<file path="src/hdl/assert_macros.svh">
`ifndef ASSERT_MACROS_SVH
`define ASSERT_MACROS_SVH

// Same-cycle implication, sampled on i_clk, off while i_rst_n is low.
`define LFSL_ASSERT_IMPL(label, ante, cons, msg) \
    label: assert property (@(posedge i_clk) disable iff (!i_rst_n) \
        (ante) |-> (cons)) else $error(msg);

// Next-cycle implication, sampled on i_clk, off while i_rst_n is low.
`define LFSL_ASSERT_NEXT(label, ante, cons, msg) \
    label: assert property (@(posedge i_clk) disable iff (!i_rst_n) \
        (ante) |=> (cons)) else $error(msg);

`endif

</file>
<file path="src/hdl/lfsl_pkg.sv">
package lfsl_pkg;

    localparam int SENSOR_BITS_DEF = 16;
    localparam int FIELD_BITS      = 16;
    localparam int NORM_SHIFT      = 16;
    localparam int GAIN_BITS       = 10;
    localparam int SPEED_BITS      = 9;
    localparam int PWM_BITS        = 8;
    localparam int CFG_ADDR_BITS   = 4;
    localparam int CFG_DATA_BITS   = 32;

    localparam int INNER_DIV   = 24000;
    localparam int OUTER_L_DIV = 20690;
    localparam int NORM_CAP    = 65536;

    // raw thresholds: 0.8, 0.9, 0.7 of INNER_DIV (of OUTER_L_DIV for the _LO values)
    localparam logic [16:0] TH_08    = 17'd19200;
    localparam logic [16:0] TH_08_LO = 17'd16552;
    localparam logic [16:0] TH_09    = 17'd21600;
    localparam logic [16:0] TH_09_LO = 17'd18621;
    localparam logic [16:0] TH_07    = 17'd16800;
    localparam logic [16:0] TH_07_LO = 17'd14483;

    localparam logic [SPEED_BITS-1:0] SLOW_RST  = 9'd84;
    localparam logic [SPEED_BITS-1:0] FULL_RST  = 9'd256;
    localparam logic [GAIN_BITS-1:0]  INNER_RST = 10'd435;
    localparam logic [GAIN_BITS-1:0]  OUTER_RST = 10'd563;

    typedef enum logic [1:0] {
        REG_SLOW,
        REG_FULL,
        REG_INNER,
        REG_OUTER
    } t_reg_idx;

    typedef enum logic [1:0] {
        PH_READY,
        PH_POSITION,
        PH_WAIT,
        PH_DRIVE
    } t_phase;

    typedef enum logic [1:0] {
        ST_IDLE,
        ST_DIV,
        ST_CALC,
        ST_HOLD
    } t_state;

    typedef struct packed {
        logic [FIELD_BITS-1:0] left_inner;
        logic [FIELD_BITS-1:0] right_inner;
        logic [FIELD_BITS-1:0] left_outer;
        logic [FIELD_BITS-1:0] right_outer;
        logic                  ir_level;
        logic                  button_level;
    } t_in_item;

    typedef struct packed {
        logic [PWM_BITS-1:0] left_pwm;
        logic [PWM_BITS-1:0] right_pwm;
        logic                left_reverse;
        logic                right_reverse;
        logic [1:0]          phase;
    } t_out_item;

    typedef struct packed {
        logic all08;
        logic all09;
        logic lo_low;
        logic ro_low;
        logic ir_level;
        logic button_level;
    } t_step_info;

    typedef struct packed {
        logic [GAIN_BITS-1:0] inner;
        logic [GAIN_BITS-1:0] outer;
    } t_gains;

    typedef struct packed {
        logic [PWM_BITS-1:0] left_pwm;
        logic [PWM_BITS-1:0] right_pwm;
        logic                left_reverse;
        logic                right_reverse;
    } t_drive;

endpackage

</file>
<file path="src/hdl/lfsl_div.sv">
module lfsl_div #(
    parameter int SENSOR_BITS = lfsl_pkg::SENSOR_BITS_DEF,
    parameter int DIVISOR     = lfsl_pkg::INNER_DIV
) (
    input  logic                   i_clk,
    input  logic                   i_load,
    input  logic                   i_shift,
    input  logic [SENSOR_BITS-1:0] i_raw,
    output logic [SENSOR_BITS+1:0] o_quot
);
    import lfsl_pkg::*;

    localparam int NW = SENSOR_BITS + NORM_SHIFT;
    localparam int RW = $clog2(DIVISOR);
    localparam int QW = SENSOR_BITS + 2;
    localparam logic [RW:0] DIV_C = (RW+1)'(DIVISOR);

    logic [NW-1:0] r_num;
    logic [RW-1:0] r_rem;
    logic [QW-1:0] r_quot;
    logic [RW:0]   trial;
    logic [RW:0]   diff;
    logic          take;

    // restoring division, one quotient bit per cycle while i_shift is high
    always_comb begin
        trial = {r_rem, r_num[NW-1]};
        diff  = trial - DIV_C;
        take  = trial >= DIV_C;
    end

    always_ff @(posedge i_clk) begin
        if (i_load) begin
            r_num  <= {i_raw, {NORM_SHIFT{1'b0}}};
            r_rem  <= '0;
            r_quot <= '0;
        end else if (i_shift) begin
            r_num  <= {r_num[NW-2:0], 1'b0};
            r_rem  <= take ? diff[RW-1:0] : trial[RW-1:0];
            r_quot <= {r_quot[QW-2:0], take};
        end
    end

    assign o_quot = r_quot;

endmodule

</file>
<file path="src/hdl/lfsl_steer.sv">
module lfsl_steer #(
    parameter int SENSOR_BITS = lfsl_pkg::SENSOR_BITS_DEF
) (
    input  logic                                i_clk,
    input  logic                                i_rst_n,
    input  logic                                i_start,
    input  logic [SENSOR_BITS+1:0]              i_q_li,
    input  logic [SENSOR_BITS+1:0]              i_q_ri,
    input  logic [SENSOR_BITS+1:0]              i_q_lo,
    input  logic [SENSOR_BITS+1:0]              i_q_ro,
    input  lfsl_pkg::t_gains                    i_gains,
    input  logic [lfsl_pkg::SPEED_BITS-1:0]     i_mult,
    output logic                                o_done,
    output lfsl_pkg::t_drive                    o_drive
);
    import lfsl_pkg::*;

    localparam int QW  = SENSOR_BITS + 2;
    localparam int DW  = QW + 1;
    localparam int PW  = DW + GAIN_BITS + 1;
    localparam int SW  = PW + 1;
    localparam int XW  = SW + 8;
    localparam int DRW = XW - 24;
    localparam int CMW = DRW + 10;
    localparam int MW  = PWM_BITS + SPEED_BITS;
    localparam logic [31:0] CAP = 32'(NORM_CAP);
    localparam logic signed [CMW-1:0] C256  = CMW'(256);
    localparam logic signed [CMW-1:0] C255  = CMW'(255);
    localparam logic signed [CMW-1:0] CN255 = -CMW'(255);

    // {negative, magnitude} of a command clamped to +-255
    function automatic logic [PWM_BITS:0] clamp_cmd(input logic signed [CMW-1:0] cmd);
        logic signed [CMW-1:0] neg_cmd;
        logic [PWM_BITS:0]     res;
        neg_cmd = -cmd;
        if (cmd > C255) begin
            res = {1'b0, 8'hFF};
        end else if (cmd < CN255) begin
            res = {1'b1, 8'hFF};
        end else if (cmd < 0) begin
            res = {1'b1, neg_cmd[PWM_BITS-1:0]};
        end else begin
            res = {1'b0, cmd[PWM_BITS-1:0]};
        end
        return res;
    endfunction

    logic [5:0]                 r_vld;
    logic [QW-1:0]              lo_cap;
    logic signed [DW-1:0]       diff_i;
    logic signed [DW-1:0]       diff_o;
    logic signed [GAIN_BITS:0]  gain_i;
    logic signed [GAIN_BITS:0]  gain_o;
    logic signed [PW-1:0]       r_pi;
    logic signed [PW-1:0]       r_po;
    logic signed [SW-1:0]       r_d;
    logic signed [XW-1:0]       d255;
    logic signed [DRW-1:0]      r_dir;
    logic signed [CMW-1:0]      cmd_l;
    logic signed [CMW-1:0]      cmd_r;
    logic [PWM_BITS:0]          cl_l;
    logic [PWM_BITS:0]          cl_r;
    logic [PWM_BITS-1:0]        r_lmag;
    logic [PWM_BITS-1:0]        r_rmag;
    logic                       r_lneg;
    logic                       r_rneg;
    logic                       r_lneg2;
    logic                       r_rneg2;
    logic [MW-1:0]              r_lm;
    logic [MW-1:0]              r_rm;
    logic [SPEED_BITS-1:0]      m_l;
    logic [SPEED_BITS-1:0]      m_r;

    always_comb begin
        lo_cap = ({{(32-QW){1'b0}}, i_q_lo} > CAP) ? CAP[QW-1:0] : i_q_lo;
        diff_i = $signed({1'b0, i_q_li}) - $signed({1'b0, i_q_ri});
        diff_o = $signed({1'b0, lo_cap}) - $signed({1'b0, i_q_ro});
        gain_i = $signed({1'b0, i_gains.inner});
        gain_o = $signed({1'b0, i_gains.outer});
        d255   = (XW'(r_d) <<< 8) - XW'(r_d);
        cmd_l  = C256 - CMW'(r_dir);
        cmd_r  = C255 + CMW'(r_dir);
        cl_l   = clamp_cmd(cmd_l);
        cl_r   = clamp_cmd(cmd_r);
    end

    always_ff @(posedge i_clk) begin
        if (!i_rst_n) begin
            r_vld <= '0;
        end else begin
            r_vld <= {r_vld[4:0], i_start};
        end
    end

    always_ff @(posedge i_clk) begin
        r_pi    <= diff_i * gain_i;
        r_po    <= diff_o * gain_o;
        r_d     <= SW'(r_pi) + SW'(r_po);
        r_dir   <= d255[XW-1:24];
        r_lmag  <= cl_l[PWM_BITS-1:0];
        r_lneg  <= cl_l[PWM_BITS];
        r_rmag  <= cl_r[PWM_BITS-1:0];
        r_rneg  <= cl_r[PWM_BITS];
        r_lm    <= MW'(r_lmag) * MW'(i_mult);
        r_rm    <= MW'(r_rmag) * MW'(i_mult);
        r_lneg2 <= r_lneg;
        r_rneg2 <= r_rneg;
    end

    always_comb begin
        m_l = r_lm[MW-1:8];
        m_r = r_rm[MW-1:8];
        o_drive.left_pwm      = (m_l > 9'd255) ? 8'hFF : m_l[PWM_BITS-1:0];
        o_drive.right_pwm     = (m_r > 9'd255) ? 8'hFF : m_r[PWM_BITS-1:0];
        o_drive.left_reverse  = r_lneg2 && (m_l != '0);
        o_drive.right_reverse = r_rneg2 && (m_r != '0);
    end

    assign o_done = r_vld[5];

endmodule

</file>
<file path="src/hdl/lfsl_ctrl.sv">
`include "assert_macros.svh"

module lfsl_ctrl (
    input  logic                 i_clk,
    input  logic                 i_rst_n,
    input  logic                 i_step,
    input  lfsl_pkg::t_step_info i_info,
    output lfsl_pkg::t_phase     o_phase_next,
    output logic                 o_moving,
    output logic                 o_slow
);
    import lfsl_pkg::*;

    t_phase     r_phase, n_phase;
    logic [1:0] r_lines, n_lines;
    logic [1:0] r_target, n_target;
    logic       r_on_line, n_on_line;
    logic       r_slow, n_slow;
    logic       r_btn_rel, n_btn_rel;

    // next state
    always_comb begin
        logic [1:0] lines_inc;
        n_phase   = r_phase;
        n_lines   = r_lines;
        n_target  = r_target;
        n_on_line = r_on_line;
        n_slow    = r_slow;
        n_btn_rel = r_btn_rel;
        lines_inc = r_lines + 2'd1;

        if (r_phase == PH_POSITION || r_phase == PH_DRIVE) begin
            if (i_info.all08) begin
                n_on_line = 1'b1;
                if (r_phase == PH_DRIVE && r_lines == 2'(r_target - 2'd1)) begin
                    n_phase = PH_READY;
                end
            end else if (r_on_line && i_info.lo_low && i_info.ro_low) begin
                n_lines   = lines_inc;
                n_on_line = 1'b0;
                if (lines_inc == r_target) begin
                    n_phase = (r_phase == PH_POSITION) ? PH_WAIT : PH_READY;
                end
            end
        end else if (r_phase == PH_WAIT && !i_info.ir_level) begin
            n_phase  = PH_DRIVE;
            n_lines  = 2'd0;
            n_slow   = 1'b0;
            n_target = 2'd2;
        end

        // button press edge acts on the phase left by the line logic
        if (!i_info.button_level) begin
            if (r_btn_rel) begin
                n_btn_rel = 1'b0;
                unique case (n_phase)
                    PH_READY: begin
                        if (!i_info.all09) begin
                            n_phase   = PH_POSITION;
                            n_on_line = 1'b0;
                            n_slow    = 1'b1;
                            n_target  = 2'd1;
                            n_lines   = 2'd0;
                        end
                    end
                    PH_WAIT: begin
                        n_phase  = PH_DRIVE;
                        n_lines  = 2'd0;
                        n_slow   = 1'b0;
                        n_target = 2'd2;
                    end
                    PH_POSITION, PH_DRIVE: begin
                        n_phase = PH_READY;
                    end
                    default: begin
                        n_phase = PH_READY;
                    end
                endcase
            end
        end else begin
            n_btn_rel = 1'b1;
        end
    end

    // outputs
    always_comb begin
        o_phase_next = n_phase;
        o_moving     = (r_phase == PH_POSITION) || (r_phase == PH_DRIVE);
        o_slow       = r_slow;
    end

    always_ff @(posedge i_clk) begin
        if (!i_rst_n) begin
            r_phase   <= PH_READY;
            r_lines   <= 2'd0;
            r_target  <= 2'd0;
            r_on_line <= 1'b0;
            r_slow    <= 1'b0;
            r_btn_rel <= 1'b1;
        end else if (i_step) begin
            r_phase   <= n_phase;
            r_lines   <= n_lines;
            r_target  <= n_target;
            r_on_line <= n_on_line;
            r_slow    <= n_slow;
            r_btn_rel <= n_btn_rel;
        end
    end

    `LFSL_ASSERT_IMPL(a_target_set, r_phase == PH_POSITION || r_phase == PH_DRIVE, r_target != 2'd0, "moving with no line target")
    `LFSL_ASSERT_IMPL(a_drive_entry, r_phase == PH_DRIVE && $past(r_phase) != PH_DRIVE, r_lines == 2'd0, "driving entered with stale line count")

endmodule

</file>
<file path="src/hdl/line_follow_steer_and_lap_control_core.sv">
// Each input transaction passes through the bit-serial normalizing dividers and then
// the steering pipeline. The next transaction is taken only once the result of the
// last one is stored in the output register.
// A stalled result is held in the output register while the next item is taken.
// Reset (synchronous, active low) clears phase and lap state and loads register defaults.
`include "assert_macros.svh"

module line_follow_steer_and_lap_control_core #(
    parameter int SENSOR_BITS = lfsl_pkg::SENSOR_BITS_DEF
) (
    input  logic                                 i_clk,
    input  logic                                 i_rst_n,
    input  logic                                 i_in_valid,
    output logic                                 o_in_ready,
    input  lfsl_pkg::t_in_item                   i_in_data,
    output logic                                 o_out_valid,
    input  logic                                 i_out_ready,
    output lfsl_pkg::t_out_item                  o_out_data,
    input  logic                                 psel,
    input  logic                                 penable,
    input  logic                                 pwrite,
    input  logic [lfsl_pkg::CFG_ADDR_BITS-1:0]   paddr,
    input  logic [lfsl_pkg::CFG_DATA_BITS-1:0]   pwdata,
    output logic [lfsl_pkg::CFG_DATA_BITS-1:0]   prdata,
    output logic                                 pready
);
    import lfsl_pkg::*;

    localparam int NITER = SENSOR_BITS + NORM_SHIFT;
    localparam int CNTW  = $clog2(NITER);

    t_state                  r_state, n_state;
    logic [CNTW-1:0]         r_cnt;
    t_step_info              r_info, in_info;
    t_out_item               r_out, n_out;
    logic                    r_out_valid;
    logic [SPEED_BITS-1:0]   r_slow_speed;
    logic [SPEED_BITS-1:0]   r_full_speed;
    t_gains                  r_gains;

    logic                    div_load;
    logic                    div_shift;
    logic                    div_last;
    logic                    steer_start;
    logic                    steer_done;
    logic                    step;
    logic                    out_free;
    logic                    cfg_wr;
    logic [16:0]             li, ri, lo, ro;
    logic [SENSOR_BITS+1:0]  q_li, q_ri, q_lo, q_ro;
    t_drive                  drive;
    t_phase                  phase_next;
    logic                    moving;
    logic                    slow;

    // configuration
    assign pready = 1'b1;
    assign cfg_wr = psel && penable && pwrite && pready;

    always_ff @(posedge i_clk) begin
        if (!i_rst_n) begin
            r_slow_speed  <= SLOW_RST;
            r_full_speed  <= FULL_RST;
            r_gains.inner <= INNER_RST;
            r_gains.outer <= OUTER_RST;
        end else if (cfg_wr) begin
            unique case (t_reg_idx'(paddr[3:2]))
                REG_SLOW:  r_slow_speed  <= pwdata[SPEED_BITS-1:0];
                REG_FULL:  r_full_speed  <= pwdata[SPEED_BITS-1:0];
                REG_INNER: r_gains.inner <= pwdata[GAIN_BITS-1:0];
                REG_OUTER: r_gains.outer <= pwdata[GAIN_BITS-1:0];
                default:   r_slow_speed  <= r_slow_speed;
            endcase
        end
    end

    always_comb begin
        unique case (t_reg_idx'(paddr[3:2]))
            REG_SLOW:  prdata = CFG_DATA_BITS'(r_slow_speed);
            REG_FULL:  prdata = CFG_DATA_BITS'(r_full_speed);
            REG_INNER: prdata = CFG_DATA_BITS'(r_gains.inner);
            REG_OUTER: prdata = CFG_DATA_BITS'(r_gains.outer);
            default:   prdata = '0;
        endcase
    end

    // threshold flags on the raw readings
    always_comb begin
        li = 17'(i_in_data.left_inner[SENSOR_BITS-1:0]);
        ri = 17'(i_in_data.right_inner[SENSOR_BITS-1:0]);
        lo = 17'(i_in_data.left_outer[SENSOR_BITS-1:0]);
        ro = 17'(i_in_data.right_outer[SENSOR_BITS-1:0]);
        in_info.all08        = li > TH_08 && ri > TH_08 && lo > TH_08_LO && ro > TH_08;
        in_info.all09        = li > TH_09 && ri > TH_09 && lo > TH_09_LO && ro > TH_09;
        in_info.lo_low       = lo < TH_07_LO;
        in_info.ro_low       = ro < TH_07;
        in_info.ir_level     = i_in_data.ir_level;
        in_info.button_level = i_in_data.button_level;
    end

    // sequencer
    assign out_free = !r_out_valid || i_out_ready;
    assign div_last = r_cnt == CNTW'(NITER - 1);

    always_comb begin
        unique case (r_state)
            ST_IDLE: n_state = i_in_valid ? ST_DIV : ST_IDLE;
            ST_DIV:  n_state = div_last ? ST_CALC : ST_DIV;
            ST_CALC: begin
                if (steer_done) begin
                    n_state = out_free ? ST_IDLE : ST_HOLD;
                end else begin
                    n_state = ST_CALC;
                end
            end
            ST_HOLD: n_state = out_free ? ST_IDLE : ST_HOLD;
            default: n_state = ST_IDLE;
        endcase
    end

    always_comb begin
        o_in_ready  = r_state == ST_IDLE;
        div_load    = i_in_valid && (r_state == ST_IDLE);
        div_shift   = r_state == ST_DIV;
        steer_start = (r_state == ST_DIV) && div_last;
        step        = (((r_state == ST_CALC) && steer_done) || (r_state == ST_HOLD)) && out_free;
    end

    always_ff @(posedge i_clk) begin
        if (!i_rst_n) begin
            r_state     <= ST_IDLE;
            r_cnt       <= '0;
            r_out_valid <= 1'b0;
        end else begin
            r_state <= n_state;
            if (div_load) begin
                r_cnt <= '0;
            end else if (div_shift) begin
                r_cnt <= r_cnt + 1'b1;
            end
            if (step) begin
                r_out_valid <= 1'b1;
            end else if (i_out_ready) begin
                r_out_valid <= 1'b0;
            end
        end
    end

    always_comb begin
        n_out.left_pwm      = moving ? drive.left_pwm : '0;
        n_out.right_pwm     = moving ? drive.right_pwm : '0;
        n_out.left_reverse  = moving && drive.left_reverse;
        n_out.right_reverse = moving && drive.right_reverse;
        n_out.phase         = phase_next;
    end

    always_ff @(posedge i_clk) begin
        if (div_load) begin
            r_info <= in_info;
        end
        if (step) begin
            r_out <= n_out;
        end
    end

    assign o_out_valid = r_out_valid;
    assign o_out_data  = r_out;

    lfsl_div #(.SENSOR_BITS(SENSOR_BITS), .DIVISOR(INNER_DIV)) u_div_li (
        .i_clk   (i_clk),
        .i_load  (div_load),
        .i_shift (div_shift),
        .i_raw   (i_in_data.left_inner[SENSOR_BITS-1:0]),
        .o_quot  (q_li)
    );

    lfsl_div #(.SENSOR_BITS(SENSOR_BITS), .DIVISOR(INNER_DIV)) u_div_ri (
        .i_clk   (i_clk),
        .i_load  (div_load),
        .i_shift (div_shift),
        .i_raw   (i_in_data.right_inner[SENSOR_BITS-1:0]),
        .o_quot  (q_ri)
    );

    lfsl_div #(.SENSOR_BITS(SENSOR_BITS), .DIVISOR(OUTER_L_DIV)) u_div_lo (
        .i_clk   (i_clk),
        .i_load  (div_load),
        .i_shift (div_shift),
        .i_raw   (i_in_data.left_outer[SENSOR_BITS-1:0]),
        .o_quot  (q_lo)
    );

    lfsl_div #(.SENSOR_BITS(SENSOR_BITS), .DIVISOR(INNER_DIV)) u_div_ro (
        .i_clk   (i_clk),
        .i_load  (div_load),
        .i_shift (div_shift),
        .i_raw   (i_in_data.right_outer[SENSOR_BITS-1:0]),
        .o_quot  (q_ro)
    );

    lfsl_steer #(.SENSOR_BITS(SENSOR_BITS)) u_steer (
        .i_clk   (i_clk),
        .i_rst_n (i_rst_n),
        .i_start (steer_start),
        .i_q_li  (q_li),
        .i_q_ri  (q_ri),
        .i_q_lo  (q_lo),
        .i_q_ro  (q_ro),
        .i_gains (r_gains),
        .i_mult  (slow ? r_slow_speed : r_full_speed),
        .o_done  (steer_done),
        .o_drive (drive)
    );

    lfsl_ctrl u_ctrl (
        .i_clk        (i_clk),
        .i_rst_n      (i_rst_n),
        .i_step       (step),
        .i_info       (r_info),
        .o_phase_next (phase_next),
        .o_moving     (moving),
        .o_slow       (slow)
    );

    `LFSL_ASSERT_NEXT(a_accept_div, i_in_valid && o_in_ready, r_state == ST_DIV, "accepted transaction did not start division")
    `LFSL_ASSERT_IMPL(a_done_in_calc, steer_done, r_state == ST_CALC, "steering result outside calc state")

endmodule

</file>
<file path="config.mk">
export PLATFORM = sky130hd
export DESIGN_NAME = line_follow_steer_and_lap_control_core
export DESIGN_NICKNAME = d
export VERILOG_FILES = /design/src/hdl/lfsl_pkg.sv /design/src/hdl/lfsl_div.sv /design/src/hdl/lfsl_steer.sv /design/src/hdl/lfsl_ctrl.sv /design/src/hdl/line_follow_steer_and_lap_control_core.sv
export VERILOG_INCLUDE_DIRS = /design/src /design/src/hdl
export SDC_FILE = /design/constraint.sdc
export NUM_CORES = 2
export LEC_CHECK = 0
export BUFFER_PORTS_ARGS = -buffer_cell sky130_fd_sc_hd__buf_2
export CAP_MARGIN = 10
export CORE_UTILIZATION = 69
export DETAILED_ROUTE_END_ITERATION = 8
export GPL_TIMING_DRIVEN = 0
export PLACE_DENSITY = 0.88
export RECOVER_POWER = 50
export REMOVE_ABC_BUFFERS = 1
export SYNTH_ARGS = -nofsm -noshare
export SYNTH_HDL_FRONTEND = slang
export SYNTH_SLANG_ARGS = --single-unit
</file>
<file path="constraint.sdc">
create_clock -name i_clk -period 17.69 [get_ports i_clk]
set_input_delay 3.538 -clock i_clk [delete_from_list [all_inputs] [get_ports i_clk]]
set_output_delay 3.538 -clock i_clk [all_outputs]
set_load 0.03 [all_outputs]
</file>
==> metrics.md <==
| Metric | Value |
|---|---|
| Status | `finished, violations left` |
| Failing checks | `max-capacitance violations, max-slew violations` |
| TritonCTS Sinks | `427` |
| Max Cap Viol | `2` |
| Fraction of layout cells with a size suffix above 1 | `0.0474` |
| Number of flops mapped to enable cells by yosys | `90` |
| Min-Delay Path Class | `register to register` |
| Crit path buf inv count | `6` |
| Clk slew on worst S/H paths | `0.06 ns` |
| Drt wl/cell | `16.9 um` |
| Area leader, netlist | `fa_1` |
| Post-DRT Antenna Nets | `0` |
| Synth Area per Inst | `8.92 um2` |
| Most used flip-flop cell after synthesis | `dfxtp_1` |
| RSZ-0062 raised after global routing | `no` |
| Hold Buf Count CTS | `0` |
| Final Net Count | `5,137` |
| DIE AREA | `56,000 um2` |
| Vias/cell | `5.82` |
| Routed WL | `85.2 mm` |
| Worst reg2reg path endpoint | `u_steer.r_po[26]$_DFF_P_` |
| Final Max Tran Viols | `135` |
| Cell variety after synth | `80` |
| Largest net degree at the start of global routing | `122` |
| I/O pins | `164` |
| Crit-path cells | `clkbuf_1 > nand2_1 > clkbuf_1 > clkinv_4 > nor2_2 > buf_8 > inv_2 > buf_12` |
| Crit path time final | `10.49 ns` |
| R2r setup slk | `7.62 ns` |
| PD cells | `99.1 nW/um2` |
| Critical path fanouts, max | `121` |
| RePlAce Congestion | `0.907` |
| CP peak stage delay | `2.73 ns` |
| # DRC | `0` |
| Vias in the first global route | `30.3k` |
| Initial Utilization | `0.702` |
| Setup CP Type | `input port to register` |
| Synth Instances | `4,263` |
| Postcts setup bufs | `0` |
| Die Wd | `237 um` |
| Area delta synth->final | `6.07%` |
| Global route overflow | `0` |
| Yosys top cell area share | `0.221` |
| Leakage power | `18.7 nW` |
| Most used cell, CP | `clkbuf_1` |
| Final clock skew | `0.0310 ns` |
| IO buf count | `116` |
| Die extent in y | `237 um` |
| TritonCTS buffer count | `45` |
| Drt first pass iters | `6` |
| CTS tree | `done` |
| Max Fclk | `95.3 MHz` |
| H-tree depth | `2` |
| CP startpoint kind | `input port` |
| GRT Resource Usage Total | `0.313` |
| Core box area | `54,100 um2` |
| Initial antenna violation count | `5` |
| Final clock period utilization by the worst path | `0.593` |
| Worst path slowest cell | `clkbuf_1` |
| Post-route cell area | `40,300 um2` |
| Setup TNS | `0 ns` |
| Via total after detailed routing | `29.3k` |
| Placed Area | `39,000 um2` |
| Yosys warns | `0` |
| #FFs+latches synth | `427` |
| Synth top area cells | `fa_1 (22%), dfxtp_1 (18%), ha_1 (10%)` |
| Hold Fails Final Rpt | `0` |
| First-pass GRT wire length | `144 mm` |
| WHS Endpoint | `u_steer.r_rneg2$_DFF_P_` |
| Starting DRT DRC Count | `2,070` |
| Post-CTS Resized | `0` |
| Worst slew margin | `-1.55` |
| Cell depth of the worst hold path | `0` |
| Reg2reg start | `u_div_lo.o_quot[4]$_SDFFE_PP0P_` |
| Mapped cell area | `38,000 um2` |
| Row Count | `85` |
| Register area share after synthesis | `0.249` |
| Clk_lat worst skew | `0.60 ns` |
| Critical Path RT | `18.03 ns` |
| Peak supply drop | `0.0965 mV` |
| R2R cell count | `33` |
| Commonest non-fill, non-tap cell in the layout | `nand2_1` |
| Most frequent cells in the layout | `nand2_1 (703), inv_1 (572), fa_1 (420)` |
| Min-Delay Startpoint | `u_steer.r_rneg$_SDFF_PP0_` |
| Root buf cell | `clkbuf_16` |
| Async set-reset flop share out of synthesis | `0` |
| Worst Tran Pin Value | `3.82 ns` |
| WP data arrival | `10.83 ns` |
| Setup violations, final | `0` |
| Critical Path End Type | `register` |
| Overall power | `4.00 mW` |
| Post-DP HPWL | `63.9 mm` |
| CP top delay family | `buffers and inverters` |
| CTS max path bufs | `3` |
==> layout make-up <==
cell class	instances	area (um2)
clock buffer	59	1200
multi-input combinational	3124	25800
tap	696	871
sequential	427	9450
timing repair buffer	124	657
fill	3654	13800
clock inverter	19	166
antenna	6	15.0
inverter	575	2160
==> registers in the layout (all words and copies together) (netlist names), 9 cells and up <==
signal / cells
u_steer.r_po: 30
u_div_lo.r_rem: 15
u_div_ri.r_rem: 15
r_gains: 20
u_div_li.o_quot: 18
u_steer.r_d: 31
u_div_ro.r_rem: 15
u_div_ri.o_quot: 18
u_steer.r_dir: 15
r_slow_speed: 9
u_steer.r_lm: 9
u_div_lo.o_quot: 18
u_div_li.r_rem: 15
u_div_ro.r_num: 16
u_div_ri.r_num: 16
u_div_ro.o_quot: 18
u_steer.r_rm: 9
u_steer.r_pi: 30
u_div_li.r_num: 16
o_out_data: 20
u_div_lo.r_num: 16
r_full_speed: 9
==> through the flow <==
| stage | setup slack [ns] | instances | utilization | hold WS (ns) |
|---|---|---|---|---|
| global placement | 1.82 | 4938 | 0.718 | 0.316 |
| CTS | 7.73 | 5022 | 0.746 | 0.328 |
| global route | 6.65 | 5028 | 0.745 | 0.344 |
| floorplan | 6.65 | 4126 | - | 0.310 |
| detailed placement | 7.85 | 4944 | 0.721 | 0.314 |
| finish | 7.20 | 5030 | 0.745 | 0.328 |
==> cell usage after synthesis (68+ instances only) <==
| master | instances |
|---|---|
| nand2_1 | 703 |
| inv_1 | 573 |
| fa_1 | 420 |
| dfxtp_1 | 337 |
| ha_1 | 311 |
| and2_1 | 271 |
| o21ai_0 | 211 |
| nor2_1 | 149 |
| xnor2_1 | 130 |
| a21oi_1 | 127 |
| clkbuf_1 | 108 |
| nor2b_1 | 94 |
| nand3_1 | 93 |
| edfxtp_1 | 90 |
| xor2_1 | 68 |
==> cells by family (layout without fill, tap and decap cells) <==
logic type	count (synthesis)	count (layout)	synth area share
and+or+nand+nor	1502	1502	0.188
buffers and inverters	734	777	0.0749
adders and majority gates	733	733	0.324
AOI/OAI and AO/OA	614	614	0.101
DFF	427	427	0.249
xor gates and xnor gates	198	198	0.0456
muxes	53	53	0.0172
other	2	30	0.000198
==> where the power goes <==
part,switching (mW),leakage (nW),total (mW),internal [mW]
Combinational,1.06,14.4,1.80,0.743
Sequential,0.141,3.68,1.31,1.17
Clock,0.401,0.659,0.885,0.484
Total,1.60,18.7,4.00,2.39
==> metal layers <==
metal	wire [um]	global-route usage	vias up
met4	2930	0.118	2
met5	15	0	-
li1	-	-	13800
met3	4550	0.0367	201
met2	42800	0.548	844
met1	35000	0.397	14400
==> how the worst max path moves through the flow <==
stage | start | end | cells past startpoint
2_1_floorplan | i_in_valid | u_div_li.o_quot[0]$_SDFFE_PP0P_ | 5
3_3_place_gp | i_in_valid | u_div_lo.r_num[22]$_DFFE_PP_ | 5
3_5_place_dp | u_div_lo.o_quot[0]$_SDFFE_PP0P_ | u_steer.r_po[26]$_DFF_P_ | 33
4_1_cts | u_div_lo.o_quot[3]$_SDFFE_PP0P_ | u_steer.r_po[29]$_DFF_P_ | 33
5_1_grt | i_in_valid | u_div_li.r_num[24]$_DFFE_PP_ | 8
6_report | i_in_valid | u_div_li.r_num[22]$_DFFE_PP_ | 8
No activity file was read; power rests on OpenSTA's default activity.
